**config.mk**
```make
export PLATFORM = sky130hd
export DESIGN_NAME = svbc_res_flat
export DESIGN_NICKNAME = d
export VERILOG_FILES = /design/src/sv/svbc_pkg.sv /design/src/sv/svbc_if.sv /design/src/sv/svbc_res.sv /design/src/flat_wrapper.sv
export SDC_FILE = /design/constraint.sdc
export NUM_CORES = 1
export LEC_CHECK = 0
export BUFFER_PORTS_ARGS = -buffer_cell sky130_fd_sc_hd__buf_4
export CORE_MARGIN = 2
export CORE_UTILIZATION = 36
export DETAILED_ROUTE_END_ITERATION = 6
export GPL_TIMING_DRIVEN = 0
export PLACE_DENSITY = 0.7
export SLEW_MARGIN = 20
export SYNTH_ARGS = -nofsm -noshare
export SYNTH_HDL_FRONTEND = slang
export SYNTH_SLANG_ARGS = --single-unit
```
**constraint.sdc**
```tcl
create_clock -name clk -period 14.4 [get_ports clk]
set_input_delay 1.44 -clock clk [delete_from_list [all_inputs] [get_ports clk]]
set_output_delay 1.44 -clock clk [all_outputs]
set_load 0.01 [all_outputs]
```
**src/sv/svbc_pkg.sv**
```systemverilog
// ----------------------------------------------------------------------------
// svbc_pkg
// Shared types, constants and the element type table for the strided view
// bounds checker.
// ----------------------------------------------------------------------------
`timescale 1ns / 1ps

package svbc_pkg;

  localparam int INDEX_WIDTH = 64;
  // Largest legal element index, zero-extended to 64 bits.
  localparam logic [63:0] INDEX_MAX = 64'((65'd1 << INDEX_WIDTH) - 65'd1);

  typedef enum logic [2:0] {
    ERR_NONE       = 3'd0,
    ERR_BAD_TYPE   = 3'd1,
    ERR_STRIDE_OVF = 3'd2,
    ERR_OFFSET_OVF = 3'd3,
    ERR_SIZE_OVF   = 3'd4,
    ERR_TOO_SMALL  = 3'd5
  } err_code_t;

  // {bad, log2 of element bytes}, indexed by element type code
  localparam logic [2:0] TYPE_BAD = 3'b100;
  localparam logic [2:0] TYPE_DECODE [16] = '{
    3'd0, 3'd0, 3'd1, 3'd2, 3'd3, 3'd1, 3'd2, TYPE_BAD,
    TYPE_BAD, TYPE_BAD, TYPE_BAD, 3'd0, TYPE_BAD, TYPE_BAD, TYPE_BAD, 3'd1
  };

  // Per-beat sideband that travels alongside the multiplier
  typedef struct packed {
    logic        has_dim;
    logic        size_zero;
    logic        first;
    logic        last;
    logic        bad_type;
    logic [1:0]  size_log2;
    logic        offset_ovf;
    logic [62:0] offset;
    logic [63:0] storage;
  } item_t;

  // Partial products of (size - 1) * stride
  typedef struct packed {
    logic [63:0] ll;
    logic [63:0] lh;
    logic [63:0] hl;
    logic [63:0] hh;
  } pp_t;

  // Final view state handed to the result stage
  typedef struct packed {
    err_code_t   code;
    logic        empty;
    logic [1:0]  size_log2;
    logic [63:0] last_index;
    logic [63:0] storage;
  } view_t;

endpackage

```
**src/sv/svbc_if.sv**
```systemverilog


interface svbc_result_if;
  logic        valid;
  logic        ready;
  logic        view_ok;
  logic [2:0]  error_code;
  logic [63:0] required_bytes;

  modport source (output valid, view_ok, error_code, required_bytes, input ready);
  modport sink (input valid, view_ok, error_code, required_bytes, output ready);
endinterface

```
**src/sv/svbc_res.sv**
```systemverilog
// ----------------------------------------------------------------------------
// svbc_res
// Byte requirement, size and storage checks; drives the result register.
// ----------------------------------------------------------------------------
`timescale 1ns / 1ps

module svbc_res import svbc_pkg::*; (
  input  logic          clk,
  input  logic          rst,
  input  logic          in_valid,
  output logic          in_ready,
  input  view_t         in_view,
  svbc_result_if.source result
);

  logic        valid;
  logic        ok;
  err_code_t   code;
  logic [63:0] bytes;

  err_code_t   code_c;
  logic [63:0] need;
  logic [64:0] count;
  logic [63:0] limit;

  assign in_ready = !valid || result.ready;

  assign result.valid          = valid;
  assign result.view_ok        = ok;
  assign result.error_code     = code;
  assign result.required_bytes = bytes;

  assign count = {1'b0, in_view.last_index} + 65'd1;
  assign limit = INDEX_MAX >> in_view.size_log2;

  always_comb begin
    code_c = in_view.code;
    need   = 64'd0;
    if (code_c == ERR_NONE && !in_view.empty) begin
      if (in_view.last_index >= INDEX_MAX || count > {1'b0, limit}) begin
        code_c = ERR_SIZE_OVF;
      end else begin
        need = count[63:0] << in_view.size_log2;
      end
    end
    if (code_c == ERR_NONE && need > in_view.storage) begin
      code_c = ERR_TOO_SMALL;
    end
  end

  always_ff @(posedge clk) begin
    if (rst) begin
      valid <= 1'b0;
    end else if (in_ready) begin
      valid <= in_valid;
    end
  end

  always_ff @(posedge clk) begin
    if (in_ready && in_valid) begin
      ok    <= (code_c == ERR_NONE);
      code  <= code_c;
      bytes <= (code_c == ERR_NONE || code_c == ERR_TOO_SMALL) ? need : 64'd0;
    end
  end

endmodule

```
**src/flat_wrapper.sv**
```systemverilog
// flat-port wrapper written by rule: the top's interface ports become plain ports
module svbc_res_flat import svbc_pkg::*;
  (clk, rst, in_valid, in_ready, in_view, result_valid, result_view_ok, result_error_code, result_required_bytes, result_ready);
  svbc_result_if result_i ();
  input  logic clk;
  input  logic rst;
  input  logic in_valid;
  output logic in_ready;
  input  view_t in_view;
  output wire logic [$bits(result_i.valid)-1:0] result_valid;
  output wire logic [$bits(result_i.view_ok)-1:0] result_view_ok;
  output wire logic [$bits(result_i.error_code)-1:0] result_error_code;
  output wire logic [$bits(result_i.required_bytes)-1:0] result_required_bytes;
  input wire logic [$bits(result_i.ready)-1:0] result_ready;
  assign result_valid = result_i.valid;
  assign result_view_ok = result_i.view_ok;
  assign result_error_code = result_i.error_code;
  assign result_required_bytes = result_i.required_bytes;
  assign result_i.ready = result_ready;
  svbc_res u_core (.clk(clk), .rst(rst), .in_valid(in_valid), .in_ready(in_ready), .in_view(in_view), .result(result_i));
endmodule
```
==> results of run 1 <==
-- how the worst max path moves through the flow --
stage / start / to / slack (ps) / depth (start not counted)
global route: in_view[65] / u_core.result.view_ok / 5080 / 29
finish: in_view[65] / u_core.result.view_ok / 5360 / 29
global placement: in_view[65] / u_core.result.error_code[2] / 5360 / 29
detailed placement: in_view[65] / u_core.result.view_ok / 5270 / 29
CTS: in_view[65] / u_core.result.view_ok / 5570 / 29
floorplan: in_view[72] / u_core.result.error_code[2] / 6580 / 28
-- layout make-up --
cell class / instances / area, um2
inverters: 80 / 300
repair buffers: 200 / 1520
flip-flops and latches: 69 / 2060
plain buffers: 47 / 284
fillers: 2061 / 11200
clock inverters: 7 / 56.3
well taps: 275 / 344
clock buffers: 9 / 225
multi-input cells: 774 / 5080
-- cells by family after synthesis --
kind of cell,after synthesis,share of synthesized area (%)
AOI/OAI and AO/OA,149,11.9
xor gates and xnor gates,57,6.47
adders and majority gates,69,11.2
buffers and inverters,127,7.57
DFF,69,26.7
muxes,74,9.74
and+or+nand+nor,425,26.4
-- cell usage in the layout (no fill, tap or decap), drive strengths merged, types with 2 or more instances in the layout --
cell type and instances:
a2111oi 2, a211oi 17, a21o 18, a21oi 68
a221o 2, a31oi 3, and2 2, and3 11
and4 2, buf 225, clkbuf 31, clkinv 7
edfxtp 68, ha 69, inv 79, mux2 9
mux2i 65, nand2 64, nand2b 4, nand3 36
nand4 42, nor2 184, nor2b 3, nor3 28
nor4 23, nor4b 2, o211ai 4, o21a 5
o21ai 16, o22ai 4, o31a 2, or2 3
or3 9, or4 9, xnor2 36, xor2 21
-- sequential cells by signal, indices dropped and copies added (netlist names) --
| signal | count |
|---|---|
| u_core.result.error_code | 3 |
| u_core.result.required_bytes | 64 |
| u_core.result.valid | 1 |
| u_core.result.view_ok | 1 |
-- worst max-delay path, delay by kind of cell --
family / cells / cell delay, ps
buffers and inverters: 4 / 750
adders and majority gates: 3 / 730
xor gates and xnor gates: 1 / 370
AOI/OAI and AO/OA: 4 / 1300
and+or+nand+nor: 17 / 4520
-- power breakdown --
group	switching (W)	total (W)	internal (W)
logic	0.000110	0.000188	0.0000780
registers	0.00000391	0.000236	0.000232
clock network	0.0000846	0.000216	0.000131
total	0.000199	0.000640	0.000442
-- routing by layer --
metal	GRT usage [%]	part of all wire (%)	up-vias
met1	33.5	44	3767
li1	-	-	3896
met5	0	0	-
met4	6.51	2.2	0
met3	3.24	9.8	38
met2	37.9	44	461
-- cells in the mapped netlist, types with 13 or more instances --
cell type  instances  share of area (%)
edfxtp_1          68                 26
nand3_1           35                2.3
buf_6             13                1.9
a21oi_1           68                4.4
nand2_1           64                3.1
nor4_1            21                1.7
o21ai_0           15               0.97
inv_1             78                3.8
xnor2_1           36                4.1
ha_1              69                 11
clkbuf_1          21                1.0
nor3_1            25                1.6
a21o_1            18                1.8
nor2_1           183                8.9
a211oi_1          17                1.7
nand4_1           41                3.3
mux2i_1           65                8.4
xor2_1            21                2.4
-- metrics by stage --
stage                     area (um2)  setup slack (ps)  std cells  total power, W
after CTS                       9870              5570       1461        0.000637
after detailed placement        9590              5270       1445        0.000424
final                           9870              5360       1461        0.000640
after global routing            9870              5080       1461        0.000665
after floorplan                 7720              6580        970        0.000335
after global placement          9560              5360       1444        0.000422
==> results.toml, run 1 <==
[global_routing]
grt_use_total_pct = 23.7
grt_overflow = 0
grt_antenna_before_repair = 1
grt_max_degree = 54
grt_pass1_wl_um = 41200
grt_pass1_vias = 7604

[synthesis]
syn_inst = 970
synth_edf_count = 68
yosysWarnings = 0
synth.avg_cell_area_um2 = 7.96
async_flop_share_pct = 0
synth_nets = 1177
synthFlopType = "edfxtp_1"
synth_seq_cells = 69
ys_types = 61
netlist_area_um2 = 7720
ys_seq_area_share_pct = 26.7

[cells_and_area]
nets = 1388
drive_above_1_share_pct = 21.6
antenna_cells = 0
area_growth_pct = 27.8
post-route-util_pct = 46.9

[sta]
setup_viol = 0
period_minus_slack_ps = 9040
maxSlewHeadroom_pct = 45.7
clock_skew_ps = 9.28
fmax_mhz = 111
final_max_slew_viol_count = 0
final.setup.tns_ps = 0
final-hold-violation-count = 0
tightest_slew_ps = 815
fin_hold_ws_ps = 525
rsz0062_at_grt = "no"
timing.final.crit_share_pct = 62.8

[clocking]
tritoncts.num_buffers = 9
clock_latency_ps = 330
cts_htree_levels = 3
cts_tree = "built"
cts_max_path_buffers = 2
clockRootBuffer = "clkbuf_16"
cts-hold-fix-buffers = 0
post_cts_buffers = 0
cts_sinks = 69
clk_pin_slew_worst_paths_ps = 60
cts_resized = 0

[critical_path]
reg2reg_slack_ps = 13020
r2r_end = "u_core.result.required_bytes[28]"
cp_common_cell = "ha_1"
end_kind = "flip-flop"
cpPeakStageDelay_ps = 640
crit_required_ps = 14490
startpoint_type = "input port"
cp_max_fo = 10
crit_type = "input port to flip-flop"
worstRegToRegCells = 3
crit_slowest_cell = "or4_1"
critPathArrivalTime_ps = 9130
crit-reg2reg-launch = "u_core.result.valid"

[placed_design]
port_buffers = 199
gp_congestion = 0.950
dp_hpwl_um = 23200

[route]
drt_iter0_markers = 704
via_per_inst = 5.59
wirelength_um = 27800
vias = 8162
drtPass1Iterations = 7
wl_per_cell_um = 19.0
drc_errors = 4
antenna_left = 0

[worst_hold_path]
holdPathStages = 2
hold_start = "u_core.result.valid"
min_path_type = "flip-flop to flip-flop"
holdPathEnd = "u_core.result.valid"

[floorplanning]
io_pins = 208
die_w_um = 150
rows = 53
core_region_area_um2 = 21000
die_area_um2 = 22600
die_y_um = 150
start_util_pct = 36.7

[pwr]
vdd_drop_max_mv = 0.0499
powerDensity_nw_per_um2 = 64.9
leakage_nw = 4.46

[status]
violations = "design-rule violations"
status = "finished with violations"

[job]
maxCapViolations = 0
Power figures use the tool's default switching activity.
==> run 2: changes to the inputs <==
==> constraint.sdc (replaced) <==
create_clock -name clk -period 8.7 [get_ports clk]
set_input_delay 0.87 -clock clk [delete_from_list [all_inputs] [get_ports clk]]
set_output_delay 0.87 -clock clk [all_outputs]
set_load 0.01 [all_outputs]
==> results.toml, run 2 (same netlist as run 1, synthesis figures left out) <==
[status]
status = "finished clean"

[route]
drc_errors = 0
wirelength_um = 27800
drt_iter0_markers = 688
via_per_inst = 5.59
wl_per_cell_um = 19.0
vias = 8164
antenna_left = 0
drtPass1Iterations = 6

[cells_and_area]
fillCellCount = 2060
largest_reg_flops = 64
drive_above_1_share_pct = 21.6
final_cell_mix = "200 x buf_4, 183 x nor2_1, 78 x inv_1"
final_common_cell = "buf_4"
antenna_cells = 0
nets = 1388
postLayoutCellArea_um2 = 9870
final-instance-count-excl-fill = 1461
multiInputGateArea_um2 = 5080
area_growth_pct = 27.9
regArea_um2 = 2060

[global_routing]
grt_pass1_wl_um = 41200
grt_use_total_pct = 23.7
grt_antenna_before_repair = 1
grt_pass1_vias = 7604
grt_max_degree = 54
grt_overflow = 0

[critical_path]
r2r_end = "u_core.result.required_bytes[28]"
critPathArrivalTime_ps = 8530
cp_common_cell = "ha_1"
critical_path_buf_inv_count = 4
crit-reg2reg-launch = "u_core.result.valid"
crit_slowest_cell = "or4_1"
cpPeakStageDelay_ps = 640
crit_required_ps = 8800
reg2reg_slack_ps = 7310
cp_max_fo = 10
worstRegToRegCells = 3
startpoint_type = "input port"
end_kind = "flip-flop"
critPathTopFamily = "simple AND/OR/NAND/NOR gates"
crit_type = "input port to flip-flop"

[clocking]
cts_htree_levels = 3
clock_latency_ps = 330
clockRootBuffer = "clkbuf_16"
cts_max_path_buffers = 2
tritoncts.num_buffers = 9
cts_sinks = 69
clk_pin_slew_worst_paths_ps = 60
cts_tree = "built"
cts_resized = 0
post_cts_buffers = 0
cts-hold-fix-buffers = 0

[worst_hold_path]
min_path_type = "flip-flop to flip-flop"
holdPathEnd = "u_core.result.valid"
hold_start = "u_core.result.valid"
holdPathStages = 2

[sta]
final.setup.tns_ps = 0
setup_viol = 0
timing.final.crit_share_pct = 96.9
final.setup.worst_slack_ps = 267
final-hold-violation-count = 0
period_minus_slack_ps = 8430
maxSlewHeadroom_pct = 45.7
tightest_slew_ps = 815
fmax_mhz = 119
clock_skew_ps = 9.10
rsz0062_at_grt = "no"
final_max_slew_viol_count = 0

[placed_design]
dp_hpwl_um = 23200
place_inst = 1445
port_buffers = 199
postPlaceCellArea_um2 = 9590
dp_slack_ps = 136
gp_congestion = 0.950

[pwr]
powerDensity_nw_per_um2 = 107
vdd_drop_max_mv = 0.0825
finalPower_w = 0.00106
leakage_nw = 4.46

[floorplanning]
start_util_pct = 36.7
die_y_um = 150
io_pins = 208
die_area_um2 = 22600
core_region_area_um2 = 21000
rows = 53
die_w_um = 150

[job]
maxCapViolations = 0
run 2: worst max path at each step:
stage,start,to,slack [ps],cells past startpoint
after global placement,in_view[65],u_core.result.error_code[2],230,29
final,in_view[65],u_core.result.view_ok,270,29
after global routing,in_view[65],u_core.result.view_ok,7,29
after CTS,in_view[65],u_core.result.view_ok,440,29
after floorplan,in_view[72],u_core.result.error_code[2],1450,28
after detailed placement,in_view[65],u_core.result.view_ok,140,29
run 2: stage by stage:
stage | hold WS (ps) | util, %
finish | 525 | 47.0
detailed placement | 514 | 45.6
CTS | 522 | 46.9
floorplan | 593 | -
global placement | 498 | 45.5
global route | 563 | 47.0
run 2: worst min-delay path: cells and delay by family (launching register included):
family	cells	cell delay (ps)
AO/OA/AOI/OAI	1	70
flip-flops	1	310
AND/OR/NAND/NOR	1	100
run 2: final cells by class:
class	count	share of cell area, %
buffer	47	2.88
clock buffer	9	2.28
clock inverter	7	0.570
inverter	80	3.04
multi-input combinational	774	51.4
sequential	69	20.9
tap	275	3.49
timing repair buffer	200	15.4
run 2: routing by layer:
metal  GRT usage, %  vias to the layer above  wire [um]
li1               -                     3896          -
met1           33.5                     3752      12300
met2           37.9                      475      12200
met3           3.24                       41       2700
met4           6.51                        0        614
met5              0                        -          0
run 2: power breakdown:
part	internal, W	switching [W]
sequential	0.000384	0.00000647
combinational	0.000129	0.000182
clock	0.000217	0.000140
