**src/sv/svbc_pkg.sv**
```systemverilog
// ----------------------------------------------------------------------------
// svbc_pkg
// Shared types, constants and the element type table for the strided view
// bounds checker.
// ----------------------------------------------------------------------------
`timescale 1ns / 1ps

package svbc_pkg;

  localparam int INDEX_WIDTH = 64;
  // Largest legal element index, zero-extended to 64 bits.
  localparam logic [63:0] INDEX_MAX = 64'((65'd1 << INDEX_WIDTH) - 65'd1);

  typedef enum logic [2:0] {
    ERR_NONE       = 3'd0,
    ERR_BAD_TYPE   = 3'd1,
    ERR_STRIDE_OVF = 3'd2,
    ERR_OFFSET_OVF = 3'd3,
    ERR_SIZE_OVF   = 3'd4,
    ERR_TOO_SMALL  = 3'd5
  } err_code_t;

  // {bad, log2 of element bytes}, indexed by element type code
  localparam logic [2:0] TYPE_BAD = 3'b100;
  localparam logic [2:0] TYPE_DECODE [16] = '{
    3'd0, 3'd0, 3'd1, 3'd2, 3'd3, 3'd1, 3'd2, TYPE_BAD,
    TYPE_BAD, TYPE_BAD, TYPE_BAD, 3'd0, TYPE_BAD, TYPE_BAD, TYPE_BAD, 3'd1
  };

  // Per-beat sideband that travels alongside the multiplier
  typedef struct packed {
    logic        has_dim;
    logic        size_zero;
    logic        first;
    logic        last;
    logic        bad_type;
    logic [1:0]  size_log2;
    logic        offset_ovf;
    logic [62:0] offset;
    logic [63:0] storage;
  } item_t;

  // Partial products of (size - 1) * stride
  typedef struct packed {
    logic [63:0] ll;
    logic [63:0] lh;
    logic [63:0] hl;
    logic [63:0] hh;
  } pp_t;

  // Final view state handed to the result stage
  typedef struct packed {
    err_code_t   code;
    logic        empty;
    logic [1:0]  size_log2;
    logic [63:0] last_index;
    logic [63:0] storage;
  } view_t;

endpackage

```
**src/sv/svbc_acc.sv**
```systemverilog
// ----------------------------------------------------------------------------
// svbc_acc
// Span overflow check and last-index accumulation; holds the per-view state
// and registers the finished view on the last beat.
// ----------------------------------------------------------------------------
`timescale 1ns / 1ps

module svbc_acc import svbc_pkg::*; (
  input  logic  clk,
  input  logic  rst,
  input  logic  in_valid,
  output logic  in_ready,
  input  item_t in_item,
  input  pp_t   in_pp,
  output logic  out_valid,
  input  logic  out_ready,
  output view_t out_view
);

  logic [63:0] last_index, last_index_next;
  logic        view_empty, view_empty_next;
  err_code_t   error_latch, error_latch_next;
  logic [1:0]  element_size_log2, element_size_log2_next;

  logic        done;
  view_t       view;

  logic [63:0] mid;
  logic [63:0] span;
  logic        span_ovf;
  logic        fire;

  logic [63:0] base_index;
  logic        base_empty;
  err_code_t   base_err;
  logic [1:0]  base_log2;

  // Only a last beat needs room downstream
  assign in_ready  = !in_item.last || !done || out_ready;
  assign fire      = in_valid && in_ready;
  assign out_valid = done;
  assign out_view  = view;

  // High half is nonzero iff any term feeding it is; no wrap is possible
  assign mid      = {32'd0, in_pp.ll[63:32]} + {32'd0, in_pp.lh[31:0]}
                  + {32'd0, in_pp.hl[31:0]};
  assign span     = {mid[31:0], in_pp.ll[31:0]};
  assign span_ovf = (in_pp.hh != 64'd0) || (in_pp.lh[63:32] != 32'd0)
                 || (in_pp.hl[63:32] != 32'd0) || (mid[63:32] != 32'd0)
                 || (span > INDEX_MAX);

  always_comb begin
    base_index = last_index;
    base_empty = view_empty;
    base_err   = error_latch;
    base_log2  = element_size_log2;
    if (in_item.first) begin
      base_empty = 1'b0;
      base_index = 64'd0;
      base_log2  = 2'd0;
      if (in_item.bad_type) begin
        base_err = ERR_BAD_TYPE;
      end else begin
        base_log2 = in_item.size_log2;
        if (in_item.offset_ovf) begin
          base_err = ERR_OFFSET_OVF;
        end else begin
          base_err   = ERR_NONE;
          base_index = {1'b0, in_item.offset};
        end
      end
    end
  end

  always_comb begin
    last_index_next        = base_index;
    view_empty_next        = base_empty;
    error_latch_next       = base_err;
    element_size_log2_next = base_log2;
    if (in_item.has_dim && base_err == ERR_NONE && !base_empty) begin
      priority if (in_item.size_zero) begin
        view_empty_next = 1'b1;
      end else if (span_ovf) begin
        error_latch_next = ERR_STRIDE_OVF;
      end else if (base_index > INDEX_MAX - span) begin
        error_latch_next = ERR_OFFSET_OVF;
      end else begin
        last_index_next = base_index + span;
      end
    end
  end

  always_ff @(posedge clk) begin
    if (rst) begin
      last_index        <= 64'd0;
      view_empty        <= 1'b0;
      error_latch       <= ERR_NONE;
      element_size_log2 <= 2'd0;
      done              <= 1'b0;
    end else begin
      if (fire) begin
        if (in_item.last) begin
          // state returns to reset after every result
          last_index        <= 64'd0;
          view_empty        <= 1'b0;
          error_latch       <= ERR_NONE;
          element_size_log2 <= 2'd0;
        end else begin
          last_index        <= last_index_next;
          view_empty        <= view_empty_next;
          error_latch       <= error_latch_next;
          element_size_log2 <= element_size_log2_next;
        end
      end
      if (fire && in_item.last) begin
        done <= 1'b1;
      end else if (out_ready) begin
        done <= 1'b0;
      end
    end
  end

  always_ff @(posedge clk) begin
    if (fire && in_item.last) begin
      view.code       <= error_latch_next;
      view.empty      <= view_empty_next;
      view.size_log2  <= element_size_log2_next;
      view.last_index <= last_index_next;
      view.storage    <= in_item.storage;
    end
  end

endmodule

```
**config.mk**
```make
export PLATFORM = sky130hd
export DESIGN_NAME = svbc_acc
export DESIGN_NICKNAME = d
export VERILOG_FILES = /design/src/sv/svbc_pkg.sv /design/src/sv/svbc_acc.sv
export SDC_FILE = /design/constraint.sdc
export NUM_CORES = 1
export LEC_CHECK = 0
export BUFFER_PORTS_ARGS = -buffer_cell sky130_fd_sc_hd__buf_4
export CORE_AREA = 8 8 198 200
export CTS_CLUSTER_SIZE = 10
export DETAILED_ROUTE_END_ITERATION = 6
export DIE_AREA = 0 0 206 208
export GPL_ROUTABILITY_DRIVEN = 0
export GPL_TIMING_DRIVEN = 0
export PLACE_DENSITY = 0.68
export SETUP_SLACK_MARGIN = 0.2
export SLEW_MARGIN = 20
export SYNTH_ARGS = -nofsm -noshare
export SYNTH_HDL_FRONTEND = slang
export SYNTH_SLANG_ARGS = --single-unit
```
**constraint.sdc**
```tcl
create_clock -name clk -period 14.3 [get_ports clk]
set_input_delay 0.715 -clock clk [delete_from_list [all_inputs] [get_ports clk]]
set_output_delay 0.715 -clock clk [all_outputs]
set_load 0.005 [all_outputs]
```
==> flow_metrics.env, run 1 <==
export IMPL_netlist_area_sq_um=14600
export IMPL_clock_path_buffers=3
export IMPL_slew_violations=0
export IMPL_grt_max_degree=58
export IMPL_grt_pass1_vias=14300
export IMPL_status="completed"
export IMPL_numCtsBuffers=25
export IMPL_synth_adder_area_share_pct=13.2
export IMPL_endpoint_kind="flop"
export IMPL_synthMuxAreaShare_pct=5.97
export IMPL_first_pass_iters=5
export IMPL_cts_sinks=205
export IMPL_cp_max_fo=10
export IMPL_crit_path_start_kind="input pin"
export IMPL_syn_to_final_growth_pct=36.9
export IMPL_antenna_found_initial=15
export IMPL_synth_top_family_by_area="compound AO/OA/AOI/OAI gates"
export IMPL_start_util_pct=40.4
export IMPL_num_nets_final=2520
export IMPL_dieArea_sq_um=42800
export IMPL_dp_slack_ns=6.49
export IMPL_grt_ovfl_total=0
export IMPL_cp_required_ns=14.52
export IMPL_detail_route_antenna_nets=0
export IMPL_cts_resized=0
export IMPL_final_common_cell="buf_4"
export IMPL_dp_hpwl_um=46200
export IMPL_synthCells=1435
export IMPL_synth_xor_area_share_pct=5.23
export IMPL_synth_compound_area_share_pct=23.4
export IMPL_ys_warn_count=0
export IMPL_dieWidth_um=206
export IMPL_vias=13700
export IMPL_placementRows=70
export IMPL_leakage_uw=0.00899
export IMPL_fin_skew_ns=0.0164
export IMPL_die_y_um=208
export IMPL_min_path_type="in -> reg"
export IMPL_insertion_delay_ns=0.51
export IMPL_period_needed_ns=7.26
export IMPL_boundaryPins=531
export IMPL_min_period_over_period_pct=50.8
export IMPL_drive_above_1_share_pct=31.7
export IMPL_ys_types=74
export IMPL_synth_edf_count=134
export IMPL_ir_worst_vdd_v=0.0000918
export IMPL_cts_root_buf="clkbuf_16"
export IMPL_crit_type="in -> reg"
export IMPL_htreeDepth=1
export IMPL_powerDensity_nw_per_um2=97.7
export IMPL_timing_fmax_ghz=0.138
export IMPL_drt_iter0_drc=802
export IMPL_drv_cap=0
export IMPL_wirelength_um=54700
export IMPL_synth_flop_cell="edfxtp_1"
export IMPL_yosys_area_share_simple_pct=11.0
export IMPL_drc=0
export IMPL_wl_per_cell_um=21.9
export IMPL_viasPerCell=5.50
export IMPL_fin_ws_ns=7.04
export IMPL_syn_avg_cell_area_sq_um=10.2
export IMPL_yosysSeqAreaShare_pct=37.4
export IMPL_final_cell_mix="buf_4 (529), edfxtp_1 (134), a22o_1 (122)"
export IMPL_synth_nets=1963
export IMPL_hold_viol=0
export IMPL_ys_seq_elements=205
export IMPL_track_usage_pct=24.1
export IMPL_clkTransAtPathRegs_ns=0.05
export IMPL_core_area_sq_um=36100
export IMPL_grt_pass1_wl_um=81000
export IMPL_postCtsHoldBufs=0
export IMPL_synthArstFlopShare_pct=0
export IMPL_worstMarginPinSlew_ns=1.24
export IMPL_post_cts_buffers=0
export IMPL_finalSetupViolations=0
export IMPL_fin_tns_setup_ns=0
export IMPL_portBuffers=528
export IMPL_arrival_ns=7.49
export IMPL_cts_tree="built"
export IMPL_slew_limit_headroom_pct=15.0
export IMPL_rsz0062_at_grt="no"
[worst paths after layout]
check,startpoint,endpoint,slack (ns),depth (start not counted)
setup / recovery,in_pp[65],out_view[125]$_DFFE_PP_,7.04,28
hold / removal,in_item[49],out_view[49]$_DFFE_PP_,0.38,1
setup reg to reg,last_index[10]$_SDFFE_PP0P_,out_view[127]$_DFFE_PP_,9.71,12
hold reg to reg,last_index[63]$_SDFFE_PP0P_,last_index[63]$_SDFFE_PP0P_,0.46,2
[power by group]
| part | total (uW) | switching [uW] | leakage [uW] | internal, uW |
|---|---|---|---|---|
| Clock | 572 | 233 | 0.000358 | 339 |
| Combinational | 722 | 411 | 0.00675 | 311 |
| Sequential | 656 | 5.50 | 0.00188 | 650 |
[state kept, by name, summed over array words and instances, names as in the netlist]
register           cells
out_view             134
last_index            64
error_latch            3
element_size_log2      2
out_valid              1
view_empty             1
[final cells by class]
type                       instances  area [sq um]
clock inverter                     3          15.0
buffer                            67           294
antenna                           15          37.5
fill                            3180         16100
clock buffer                      42           719
tap                              468           586
inverter                          72           270
multi-input combinational       1091          8570
timing repair buffer             530          4010
sequential                       205          5450
[stage by stage]
stage               utilization [%]  power, uW  instance area (sq um)  hold slack [ns]  cells
CTS                            55.2       1960                  19900            0.346   2478
finish                         55.3       1950                  20000            0.378   2493
floorplan                         -       1130                  14600            0.435   1435
global placement               53.0       1370                  19100            0.446   2431
detailed placement             53.2       1380                  19200            0.452   2433
global route                   55.3       2060                  20000            0.352   2493
[critical path, cell delays in order]
cell	delay, ns
buf_4	0.08
inv_1	0.04
fa_1	0.53
inv_1	0.04
ha_1	0.24
fa_1	0.41
a21oi_1	0.17
nand4b_1	0.16
a21boi_1	0.11
o21a_1	0.26
a31o_2	0.31
a21o_1	0.21
a31o_2	0.26
a41o_1	0.26
o41a_1	0.32
xor2_1	0.15
ha_1	0.36
nand4_1	0.23
nor4_1	0.56
nand2_1	0.18
nor4_1	0.34
nand3_1	0.13
o21ai_1	0.35
nand3_4	0.30
buf_4	0.29
clkbuf_1	0.22
nand2_1	0.11
o21ai_0	0.10
[cell usage after synthesis (43+ instances only)]
| master | number | area share [%] |
|---|---|---|
| nand2_1 | 83 | 2.1 |
| ha_1 | 99 | 8.5 |
| a21oi_1 | 116 | 4.0 |
| nor2_1 | 80 | 2.1 |
| a21o_1 | 43 | 2.2 |
| xnor2_1 | 57 | 3.4 |
| dfxtp_1 | 71 | 9.8 |
| edfxtp_1 | 134 | 28 |
| mux2_4 | 55 | 5.7 |
| clkbuf_1 | 59 | 1.5 |
| o21ai_0 | 75 | 2.6 |
| inv_1 | 71 | 1.8 |
| a22o_1 | 122 | 7.3 |
[per-layer routing]
| metal | track usage (%) | part of all wire [%] | routed length, um |
|---|---|---|---|
| met1 | 24.9 | 35 | 19300 |
| met2 | 44.8 | 53 | 29000 |
| met3 | 5.44 | 8.2 | 4490 |
| met4 | 11.9 | 3.6 | 1960 |
| met5 | 0 | 0 | 0 |
[logic make-up after synthesis]
logic type	count (synthesis)
AO/OA/AOI/OAI	490
flip-flops	205
multiplexers	59
adder cells (fa/ha/maj)	133
buffers and inverters	139
AND/OR/NAND/NOR	322
XOR/XNOR	87
Note: power is estimated with default switching activity, not from simulation.
==> run 2: changes to the inputs <==
Settings changed: PLACE_DENSITY 0.68 to 0.7.
Clock period 14.3 ns to 6.5 ns, I/O delays scaled along.
==> run 2 against run 1 <==
Sequential share of layout area shrank 1.0 points; sequential power grew 120%; combinational power grew 130%; first-iteration DRC count shrank 9.4%; worst setup slack lost 6.6 ns; largest power group unchanged.
==> flow_metrics.env, run 2 (same netlist as run 1, synthesis figures left out) <==
export IMPL_leakage_uw=0.00936
export IMPL_clkTransAtPathRegs_ns=0.05
export IMPL_min_period_over_period_pct=93.4
export IMPL_grt_pass1_vias=14900
export IMPL_grt_max_degree=60
export IMPL_nFillCells=3120
export IMPL_htreeDepth=1
export IMPL_die_y_um=208
export IMPL_dieWidth_um=206
export IMPL_viasPerCell=5.55
export IMPL_crit_buf_inv=5
export IMPL_cts_root_buf="clkbuf_16"
export IMPL_period_needed_ns=6.07
export IMPL_grt_ovfl_total=0
export IMPL_drv_cap=0
export IMPL_largest_reg_flops=134
export IMPL_cp_required_ns=6.91
export IMPL_wirelength_um=55900
export IMPL_hold_end="out_valid$_SDFFE_PP0P_"
export IMPL_hold_viol=0
export IMPL_cts_tree="built"
export IMPL_drc=0
export IMPL_powerDensity_nw_per_um2=210
export IMPL_dp_hpwl_um=46000
export IMPL_insertion_delay_ns=0.53
export IMPL_slew_limit_headroom_pct=33.7
export IMPL_dp_slack_ns=-0.965
export IMPL_worstMarginPinSlew_ns=0.982
export IMPL_rrSetupSlack_ns=2.29
export IMPL_boundaryPins=531
export IMPL_core_area_sq_um=36100
export IMPL_rsz0062_at_grt="no"
export IMPL_start_util_pct=40.4
export IMPL_numCtsBuffers=25
export IMPL_placementRows=70
export IMPL_crit_type="in -> reg"
export IMPL_drive_above_1_share_pct=31.5
export IMPL_min_path_type="in -> reg"
export IMPL_first_pass_iters=5
export IMPL_fin_ws_ns=0.429
export IMPL_finalSetupViolations=0
export IMPL_track_usage_pct=24.6
export IMPL_post_route_cell_area_sq_um=20700
export IMPL_timing_fmax_ghz=0.165
export IMPL_arrival_ns=6.49
export IMPL_ff2ff_path_depth=12
export IMPL_fin_skew_ns=0.0308
export IMPL_endpoint_kind="flop"
export IMPL_portBuffers=528
export IMPL_grt_pass1_wl_um=83300
export IMPL_max_stage_delay_ns=0.53
export IMPL_status="completed"
export IMPL_power_total_uw=4360
export IMPL_wl_per_cell_um=21.9
export IMPL_cp_max_fo=10
export IMPL_placed_area_sq_um=19200
export IMPL_worstReg2RegStart="last_index[10]$_SDFFE_PP0P_"
export IMPL_cts_sinks=205
export IMPL_ir_worst_vdd_v=0.000252
export IMPL_final_common_cell="buf_4"
export IMPL_num_nets_final=2591
export IMPL_worst_r2r_endpoint="out_view[117]$_DFFE_PP_"
export IMPL_detail_route_antenna_nets=0
export IMPL_dieArea_sq_um=42800
export IMPL_crit_family="compound AO/OA/AOI/OAI gates"
export IMPL_syn_to_final_growth_pct=42.1
export IMPL_final_cell_mix="buf_4 (536), edfxtp_1 (134), a22o_1 (122)"
export IMPL_vias=14200
export IMPL_min_from="out_ready"
export IMPL_clock_path_buffers=3
export IMPL_worst_path_max_delay_cell="fa_1"
export IMPL_drt_iter0_drc=727
export IMPL_crit_path_start_kind="input pin"
export IMPL_antenna_found_initial=9
export IMPL_slew_violations=0
export IMPL_hold_depth=4
## run 2: cell count changes in the layout (fill, tap and decap cells not counted), moves of 3 or more
cell and delta:
clkbuf_2 +3, diode_2 -7, clkbuf_1 -6, dlygate4sd3_1 +64
clkinv_1 +3, buf_4 +7
## run 2: area by class of cell
type | count | area, sq um | area share [%]
diodes | 8 | 20.0 | 0.0966
inverters | 72 | 270 | 1.30
clock inverters | 5 | 25.0 | 0.121
clock buffers | 39 | 708 | 3.42
plain buffers | 67 | 302 | 1.46
multi-input cells | 1091 | 8650 | 41.8
well taps | 468 | 586 | 2.83
repair buffers | 601 | 4700 | 22.7
flip-flops and latches | 205 | 5450 | 26.3
## run 2: per-stage QoR
stage	hold slack [ns]	TNS, ns	util [%]	std cells
floorplan	0.424	0	-	1435
global placement	0.446	-97.31	53.0	2431
detailed placement	0.455	-103.70	53.2	2433
CTS	0.00196	0	57.0	2543
global route	0.120	0	57.4	2556
finish	0.113	0	57.4	2556
## run 2: worst reg2reg max path, cell delays in order (launching register included)
cell     delay [ns]
dfxtp_1        0.31
a22o_1         0.23
ha_1           0.41
and4_1         0.30
nand2_1        0.11
o31ai_1        0.48
a32oi_1        0.27
o21ai_0        0.69
a311o_1        0.29
nand2_1        0.14
o31a_1         0.28
xnor2_1        0.17
mux2_2         0.28
## run 2: worst max path at each step
| stage | slack, ns | startpoint | cells past startpoint | endpoint |
|---|---|---|---|---|
| after floorplan | 0.48 | in_pp[65] | 26 | last_index[52]$_SDFFE_PP0P_ |
| after global placement | -0.89 | in_pp[65] | 28 | out_view[125]$_DFFE_PP_ |
| after detailed placement | -0.96 | in_pp[65] | 28 | out_view[125]$_DFFE_PP_ |
| after CTS | 0.23 | in_pp[65] | 28 | last_index[43]$_SDFFE_PP0P_ |
| after global routing | 0.20 | in_pp[65] | 28 | last_index[45]$_SDFFE_PP0P_ |
| final | 0.43 | in_pp[65] | 27 | last_index[43]$_SDFFE_PP0P_ |
## run 2: layer usage
metal,GRT usage (%),up-vias,part of all wire [%]
met1,25.8,6712,36
met4,8.49,0,3.0
met3,5.02,83,8.0
met2,47.3,639,53
li1,-,6747,-
met5,0,-,0
## run 2: power by group
group	internal [uW]	leakage [uW]	switching (uW)
Sequential	1430	0.00188	13.0
Combinational	721	0.00713	923
Clock	741	0.000356	527
## run 2: what timing repair did
item	in CTS	in global routing
resized for setup	4	19
buffers inserted	3	4
endpoints found under the setup margin	129	127
hold buffers	63	1
pin swaps	2	8
hold endpoints to repair	63	1
